### src/sv/mdio_c22_pkg.sv
package mdio_c22_pkg;

	// Frame length after the preamble, in MDC periods
	localparam int FRAME_BITS     = 34;
	localparam int PREAMBLE_DFLT  = 32;
	localparam int READ_FRAME_LEN = 19;

	// Request kinds carried by the input beat
	localparam logic [1:0] KIND_PLAIN = 2'd0;
	localparam logic [1:0] KIND_READ  = 2'd1;
	localparam logic [1:0] KIND_WRITE = 2'd2;

	// Fixed frame bits: start, opcode, turnaround
	localparam logic [4:0] RD_HEAD   = 5'b10110;
	localparam logic [3:0] WR_HEAD   = 4'b0101;
	localparam logic [1:0] WR_TA     = 2'b10;
	localparam logic [15:0] NO_PHY_DATA = 16'hffff;

	typedef struct packed {
		logic [1:0]  kind;
		logic [4:0]  phy_address;
		logic [4:0]  register_address;
		logic [15:0] write_data;
		logic        line_in;
	} req_t;

	typedef struct packed {
		logic        line_out;
		logic        line_drive;
		logic        request_taken;
		logic        busy_res;
		logic        done_res;
		logic [15:0] read_result;
		logic        no_phy;
	} rsp_t;

endpackage

### src/sv/mdio_clause22_master_core.sv
// MDIO clause 22 management master, one input beat per MDC bit period.
//
// Input channel (in_valid / in_stall / in_data): each beat is one MDC
// period. It carries an optional read or write request, taken only while
// no transaction is running, and the MDIO level sampled in that period.
// Output channel (out_valid / out_stall / out_data): exactly one beat per
// input beat, giving the level and enable to drive on MDIO, busy/done
// flags and, with done on a read, the data or the no-PHY indication.
// Config channel (cfg_valid / cfg_ready / cfg_data): writes preamble_enable,
// which is always ready; write it only while the block is idle.
//
// An input beat passes through the input register, then the shift/phase
// logic feeding the result register, on its way to the output beat.
// Throughput is one beat per cycle while out_stall stays low; the only loop
// is the phase counter and shift registers, updated once per beat.
// Reset clears the phase (idle), the shift registers and both stages,
// and sets preamble_enable to 1. When out_stall is high the result
// register holds; the input register still takes one more beat, after
// which in_stall rises until the result register drains.
module mdio_clause22_master_core #(
	parameter int PREAMBLE_BITS = mdio_c22_pkg::PREAMBLE_DFLT
) (
	input  logic               clk,
	input  logic               arst_n,
	input  logic               in_valid,
	output logic               in_stall,
	input  mdio_c22_pkg::req_t in_data,
	output logic               out_valid,
	input  logic               out_stall,
	output mdio_c22_pkg::rsp_t out_data,
	input  logic               cfg_valid,
	output logic               cfg_ready,
	input  logic               cfg_data
);
	import mdio_c22_pkg::*;

	localparam int PHASE_W = $clog2(FRAME_BITS + PREAMBLE_BITS + 1);
	localparam logic [PHASE_W-1:0] PH_FRAME = PHASE_W'(FRAME_BITS);
	localparam logic [PHASE_W-1:0] PH_FULL  = PHASE_W'(FRAME_BITS + PREAMBLE_BITS);
	localparam logic [PHASE_W-1:0] PH_RD_DRV = PHASE_W'(READ_FRAME_LEN);
	localparam logic [PHASE_W-1:0] PH_WR_DRV = PHASE_W'(2);
	localparam logic [PHASE_W-1:0] PH_LAST  = PHASE_W'(1);

	// Input stage
	logic valid_s1;
	req_t item_s1;
	logic advance;

	// Transaction state
	logic               preamble_en_q;
	logic [PHASE_W-1:0] phase_q;
	logic               wr_q;
	logic [31:0]        cmd_q;
	logic [18:0]        rsh_q;

	// Next-state and result logic
	logic               start;
	logic [PHASE_W-1:0] phase_eff;
	logic               wr_eff;
	logic [31:0]        cmd_eff;
	logic [18:0]        rsh_eff;
	logic [PHASE_W-1:0] phase_nxt;
	logic [31:0]        cmd_nxt;
	logic [18:0]        rsh_nxt;
	logic               driven;
	rsp_t               rsp;

	// Move a beat out of the input register whenever the result register
	// is empty or being drained this cycle.
	assign advance   = valid_s1 && (!out_valid || !out_stall);
	assign in_stall  = valid_s1 && !advance;
	assign cfg_ready = 1'b1;

	always_comb begin
		start = (phase_q == '0) &&
			((item_s1.kind == KIND_READ) || (item_s1.kind == KIND_WRITE));

		// Load the frame on a taken request, else continue the running one
		if (start) begin
			wr_eff    = (item_s1.kind == KIND_WRITE);
			phase_eff = preamble_en_q ? PH_FULL : PH_FRAME;
			rsh_eff   = '0;
			if (item_s1.kind == KIND_WRITE) begin
				cmd_eff = {WR_HEAD, item_s1.phy_address, item_s1.register_address,
					WR_TA, item_s1.write_data};
			end else begin
				cmd_eff = {RD_HEAD, item_s1.phy_address, item_s1.register_address,
					17'd0};
			end
		end else begin
			wr_eff    = wr_q;
			phase_eff = phase_q;
			rsh_eff   = rsh_q;
			cmd_eff   = cmd_q;
		end

		rsp       = '0;
		phase_nxt = phase_eff;
		cmd_nxt   = cmd_eff;
		rsh_nxt   = rsh_eff;
		driven    = wr_eff ? (phase_eff > PH_WR_DRV) : (phase_eff > PH_RD_DRV);
		rsp.request_taken = start;

		if (phase_eff != '0) begin
			rsp.busy_res = 1'b1;
			if (phase_eff > PH_FRAME) begin
				// Preamble: drive ones
				rsp.line_out   = 1'b1;
				rsp.line_drive = 1'b1;
			end else if (driven) begin
				rsp.line_out   = cmd_eff[31];
				rsp.line_drive = 1'b1;
				cmd_nxt        = {cmd_eff[30:0], 1'b0};
			end else if (!wr_eff) begin
				rsh_nxt = {rsh_eff[17:0], item_s1.line_in};
			end
			if (phase_eff == PH_LAST) begin
				rsp.done_res = 1'b1;
				if (!wr_eff) begin
					// Second turnaround bit high means nobody answered
					rsp.no_phy      = rsh_nxt[17];
					rsp.read_result = rsh_nxt[17] ? NO_PHY_DATA : rsh_nxt[16:1];
				end
			end
			phase_nxt = phase_eff - PH_LAST;
		end
	end

	always_ff @(posedge clk or negedge arst_n) begin
		if (!arst_n) begin
			valid_s1      <= 1'b0;
			out_valid     <= 1'b0;
			preamble_en_q <= 1'b1;
			phase_q       <= '0;
			wr_q          <= 1'b0;
			cmd_q         <= '0;
			rsh_q         <= '0;
		end else begin
			if (cfg_valid && cfg_ready) begin
				preamble_en_q <= cfg_data;
			end
			if (in_valid && !in_stall) begin
				valid_s1 <= 1'b1;
			end else if (advance) begin
				valid_s1 <= 1'b0;
			end
			if (advance) begin
				out_valid <= 1'b1;
				phase_q   <= phase_nxt;
				wr_q      <= wr_eff;
				cmd_q     <= cmd_nxt;
				rsh_q     <= rsh_nxt;
			end else if (!out_stall) begin
				out_valid <= 1'b0;
			end
		end
	end

	// Payload registers: hold while stalled
	always_ff @(posedge clk) begin
		if (in_valid && !in_stall) begin
			item_s1 <= in_data;
		end
		if (advance) begin
			out_data <= rsp;
		end
	end

endmodule

### config.mk
export PLATFORM = sky130hd
export DESIGN_NAME = mdio_clause22_master_core
export DESIGN_NICKNAME = d
export VERILOG_FILES = /design/src/sv/mdio_c22_pkg.sv /design/src/sv/mdio_clause22_master_core.sv
export SDC_FILE = /design/constraint.sdc
export NUM_CORES = 1
export LEC_CHECK = 0
export BUFFER_PORTS_ARGS = -buffer_cell sky130_fd_sc_hd__buf_2
export CAP_MARGIN = 0
export CORE_UTILIZATION = 25
export DETAILED_ROUTE_END_ITERATION = 6
export GPL_TIMING_DRIVEN = 0
export PLACE_DENSITY = 0.5
export SLEW_MARGIN = 10
export SYNTH_ARGS = -nofsm -noshare
export SYNTH_HDL_FRONTEND = slang
export SYNTH_SLANG_ARGS = --single-unit
### constraint.sdc
create_clock -name clk -period 4.6 [get_ports clk]
set_input_delay 0.46 -clock clk [delete_from_list [all_inputs] [get_ports clk]]
set_output_delay 0.46 -clock clk [all_outputs]
set_load 0.02 [all_outputs]
### Word level (Yosys, flattened, before mapping)

Cells that the tools add are included.

* output and inout port bits: 25
* register bits: 113
* word-level logic and storage cells: 69
* input bits: 35

* bitwise operators: 2
* $add $sub $neg: 1
* muxes and demuxes: 26
* reductions and logical operators: 14
* equal/unequal tests: 4
* magnitude comparators: 3

Operator list (count)
* 2-to-1 mux 32 bit: 5
* 2-to-1 mux 19 bit: 7
* 2-to-1 mux 7 bit: 3
* 2-to-1 mux 18 bit: 1
* 2-to-1 mux 17 bit: 1
* 2-to-1 mux 16 bit: 1
* == test 7 x 1 -> 1 bit, second input constant: 1
* greater-than comparator 7 x 2 -> 1 bit, second input constant: 1
* greater-than comparator 7 x 5 -> 1 bit, second input constant: 1
* greater-than comparator 7 x 6 -> 1 bit, second input constant: 1
* zero test 7 bit: 1
* nonzero test 7 bit: 1
* subtractor 7 x 1 -> 7 bit, second input constant: 1
* 2-to-1 mux 1 bit: 6
* logical AND 1 bit: 4
* zero test 1 bit: 4
* 2-to-1 mux 2 bit: 2
* OR reduction 3 bit: 1
* == test 2 x 1 -> 1 bit, second input constant: 1
* == test 2 bit, second input constant: 1
* logical OR 1 bit: 2
* != test 2 x 1 -> 1 bit, second input constant: 1
* NOT 1 bit: 2
* nonzero test 2 bit: 1

### Longest topological paths before layout

* word-level depth: 13
* mapped depth: 16
* gate-level depth less buffers: 13

### Worst setup path before layout

Ideal clock, no wire load.

* path kind: register to register
* from: reg item_s1[28] (netlist bit)
* to: reg out_data[10] (netlist bit), data pin
* library setup time: 270 ps
* buffers on the path: 3
* slack: 1387 ps
* required time: 4330 ps
* stages on the path, launching flop included: 13
* period minus slack after synthesis: 3213 ps
* arrival time: 2943 ps
* path through: edfxtp_1 > ha_1 > nor3_4 > nand3_1 > clkbuf_1 > nand2b_1 > ha_1 > o311ai_0 > nand2b_1 > buf_2 > mux2i_1 > buf_2 > a31oi_1

* cells in the longest elaborated chain, start to end: 10
* elaborated cells between the ends (all ways): 21
* those cells by class: 3 x order compare; 3 x eq/ne; 9 x mux; 2 x bitwise; 4 x reduce/logical

RTL lines
* start, declared: line mdio_clause22_master_core.sv:46 `req_t item_s1;`
* start signal, assigned: line mdio_clause22_master_core.sv:162 `item_s1 <= in_data;`
* == test 2 x 1 -> 1 bit / == test 2 bit (equally long branches): line mdio_clause22_master_core.sv:76, mdio_clause22_master_core.sv:80
* logical OR 1 bit: line mdio_clause22_master_core.sv:76 `((item_s1.kind == KIND_READ) || (item_s1.kind == KIND_WRITE));`
* logical AND 1 bit: line mdio_clause22_master_core.sv:75 `start = (phase_q == '0) &&`
* 2-to-1 mux 7 bit: line mdio_clause22_master_core.sv:79 `if (start) begin`
* greater-than comparator 7 x 5 -> 1 bit / greater-than comparator 7 x 2 -> 1 bit (equally long branches): line mdio_clause22_master_core.sv:101 `driven = wr_eff ? (phase_eff > PH_WR_DRV) : (phase_eff > PH_RD_DRV);`
* 2-to-1 mux 1 bit: line mdio_clause22_master_core.sv:101
* 2-to-1 mux 19 bit: line mdio_clause22_master_core.sv:110 `end else if (driven) begin`
* 2-to-1 mux 19 bit: line mdio_clause22_master_core.sv:106 `if (phase_eff > PH_FRAME) begin`
* 2-to-1 mux 19 bit: line mdio_clause22_master_core.sv:104 `if (phase_eff != '0) begin`
* 2-to-1 mux 16 bit: line mdio_clause22_master_core.sv:122 `rsp.read_result = rsh_nxt[17] ? NO_PHY_DATA : rsh_nxt[16:1];`
* end signal, assigned: line mdio_clause22_master_core.sv:165 `out_data <= rsp;`
* end, declared: line mdio_clause22_master_core.sv:30 `output mdio_c22_pkg::rsp_t out_data,`

Parallel ways exist; a longest one is shown, timed or not. The select of a mux whose other input is x is not followed.
A chain may end at the register's enable or synchronous reset.

### Worst setup path in the final report

* from: reg item_s1[28] (netlist bit)
* to: reg out_data[15] (netlist bit), data pin

Same word-level chain as after synthesis.

==> summary.md <==
| Metric | Value |
|---|---|
| Placer Congestion | 0.800 |
| Worst VDD drop | 0.277 mV |
| Clock Skew | 0.0104 ns |
| Ys Warns | 0 |
| Critical Path AT | 4.19 ns |
| Hold endpoint | item_s1[22] |
| Slew headroom | 35.7% |
| Post-synthesis sequential area ratio | 59.5% |
| Clk Latency, worst-skew pair | 0.35 ns |
| Final ANT Viol Nets | 0 |
| DRC | 0 |
| Layout Cells excl Fill | 790 |
| Dpl cells | 773 |
| Fmax | 243 MHz |
| Row Count | 52 |
| Hpwl dp | 8060 µm |
| ANT cells | 0 |
| First DRT Iteration DRCs | 261 |
| Tcrit/Tclk final | 89.3% |
| Via density | 4.74 |
| Predominant post-synthesis flop cell | dfrtp_1 |
| Routed len/inst | 14.9 µm |
| R2R Path Start | item_s1[28] |
| First-pass GRT wire length | 19,500 µm |
| DR pass1 iterations | 4 |
| Unrepaired setup endpoints after global routing | false |
| Cell variety after synth | 55 |
| Die area | 21,200 µm² |
| TNS Setup | 0 ns |
| Core area | 20,200 µm² |
| Worst min path class | input pin to flip-flop |
| Initial antenna violation count | 0 |
| CTS root buf | clkbuf_16 |
| CTS tree | built |
| Worst-Margin Slew | 0.958 ns |
| Port-buffer cells | 58 |
| Pwr/cell area | 599 nW/µm² |
| Share of layout cells above drive strength 1 | 20.4% |
| Final Max Slew Viols | 0 |
| Syn nets | 484 |
| Final Util | 30.4% |
| H-tree depth | 3 |
| CTS Hold Bufs | 1 |
| Clock Path Buffers | 2 |
| Avg Synthesized Cell Area | 11.6 µm² |
| CP Capture Type | flip-flop |
| Crit Path Max Fanout | 10 |
| Share of the synthesized area in the top cell type | 29.8% |
| Largest net degree at the start of global routing | 60 |
| Layout overhead on the synthesized area | 19.5% |
| Clock buffer count from CTS | 9 |
| Via count | 3,747 |
| Die height | 145 µm |
| Final setup fails | 0 |
| Synth Register Bits | 112 |
| Drt total wl | 11,800 µm |
| Max-Cap Viols | 0 |
| Min cycle time layout | 4.11 ns |
| Worst r2r dst | out_data[15] |
| Clock transition at the registers of the reported paths | 0.08 ns |
| EDFF count, synth | 51 |
| Leakage | 2.44 nW |
| Reg2Reg Depth | 12 |
| Hold path depth | 1 |
| Gr usage total | 11.4% |
| Ports | 60 |
| Vias in the first global route | 3,779 |
| Cell Area, Synth | 5140 µm² |
| Post-CTS Resized | 0 |
| Final #Nets | 555 |
| Area contributors post-synth | edfxtp_1 (30%), dfrtp_1 (29%), a221o_1 (4.9%) |
| CTS sink count | 112 |
| Initial Util | 25.4% |
| Yosys top cell by area | edfxtp_1 |
| Setup crit start kind | flip-flop |
| FFs w/ async S/R, synth | 54.5% |
| Power, Total | 0.00368 W |
| Run status | finished clean |
| Gr ovfl total | 0 |
| Post-CTS Setup Inserts | 0 |
| Post-Synthesis Cells | 444 |
| CP Class | flip-flop to flip-flop |
| Hold Crit Start | in_data[22] |
| Endpoints failing hold | 0 |
| Worst R2R Setup Slack | 0.49 ns |
| Worst EP required | 4.68 ns |
| Width of the die | 145 µm |
## synth_stat cells (all sizes together), types with 8 or more instances
| cell | n |
|---|---|
| a31oi | 17 |
| a22o | 19 |
| nand2 | 57 |
| mux2i | 10 |
| dfrtp | 60 |
| nor3 | 10 |
| nand3 | 17 |
| clkbuf | 15 |
| a21oi | 22 |
| buf | 15 |
| inv | 13 |
| nor2b | 23 |
| a221o | 25 |
| a211oi | 12 |
| nor2 | 20 |
| o21ai | 8 |
| edfxtp | 51 |
## where the power goes
group          internal (W)  switching, W
sequential          0.00128      0.000177
clock              0.000502      0.000383
combinational      0.000512      0.000832
## per-stage QoR
step	setup WS, ns	hold slack (ns)	cell area (µm²)
after global placement	0.487	0.464	5770
after CTS	0.451	0.263	6150
after floorplan	1.39	0.164	5140
final	0.493	0.276	6150
after detailed placement	0.475	0.274	5800
after global routing	0.141	0.261	6150
## how the worst max path moves through the flow
stage                     slack (ns)  depth (start not counted)         from            to
after global routing            0.14                         12  item_s1[28]  out_data[15]
final                           0.49                         12  item_s1[28]  out_data[15]
after floorplan                 1.39                         12  item_s1[28]  out_data[10]
after detailed placement        0.48                         12  item_s1[28]  out_data[15]
after global placement          0.49                         12  item_s1[28]  out_data[15]
after CTS                       0.45                         12  item_s1[28]  out_data[15]
## state kept, by name, summed over array words and instances, names as in the netlist
name           cells
valid_s1           1
preamble_en_q      1
item_s1           29
cmd_q             32
rsh_q             18
out_data          22
wr_q               1
out_valid          1
phase_q            7
## per-layer routing
| metal | GRT usage [%] | vias up | share of wire, % | wire length [µm] |
|---|---|---|---|---|
| met5 | 0 | - | 0 | 0 |
| met3 | 2.23 | 7 | 3.6 | 426 |
| met4 | 3.74 | 0 | 0.89 | 105 |
| li1 | - | 1800 | - | - |
| met2 | 18.5 | 81 | 48 | 5640 |
| met1 | 15.3 | 1859 | 48 | 5610 |
## worst max-delay path, cell delays in order (launching register included)
cell      delay [ns]
edfxtp_1        0.37
ha_1            0.35
nor3_4          0.10
nand3_1         0.33
clkbuf_1        0.42
nand2b_1        0.18
ha_1            0.21
o311ai_0        0.48
nand2b_1        0.18
buf_2           0.22
mux2i_1         0.53
buf_2           0.32
a31oi_1         0.13
## area by class of cell
| type | instances | area (µm²) |
|---|---|---|
| sequential | 112 | 3060 |
| inverter | 15 | 56.3 |
| timing repair buffer | 60 | 330 |
| clock inverter | 6 | 96.3 |
| clock buffer | 10 | 239 |
| multi-input combinational | 287 | 1870 |
| fill | 2067 | 14100 |
| tap | 270 | 338 |
| buffer | 30 | 160 |
## cells in the final DEF (no fill, tap or decap), drive strengths merged, types with 3 or more instances in the layout
| cell | n |
|---|---|
| o31ai | 3 |
| a31oi | 17 |
| a21oi | 22 |
| clkbuf | 25 |
| dfrtp | 60 |
| edfxtp | 51 |
| o21ai | 8 |
| clkinv | 3 |
| nand2 | 57 |
| ha | 5 |
| a221o | 25 |
| a22o | 19 |
| or3 | 3 |
| nand3 | 17 |
| nor2 | 20 |
| a211oi | 12 |
| mux2i | 10 |
| nor2b | 23 |
| nor3 | 10 |
| inv | 16 |
| nand2b | 5 |
| buf | 74 |
## cell families (layout without fill, tap and decap cells)
group	count (synthesis)	count (layout)	share of synthesized area, %
xor gates and xnor gates	2	2	0.341
and+or+nand+nor	146	146	14.2
DFF	112	112	59.5
other	1	1	0.0729
muxes	12	12	2.38
buffers and inverters	45	121	4.21
AOI/OAI and AO/OA	121	121	18.1
adders and majority gates	5	5	1.22
Power figures use the tool's default switching activity.
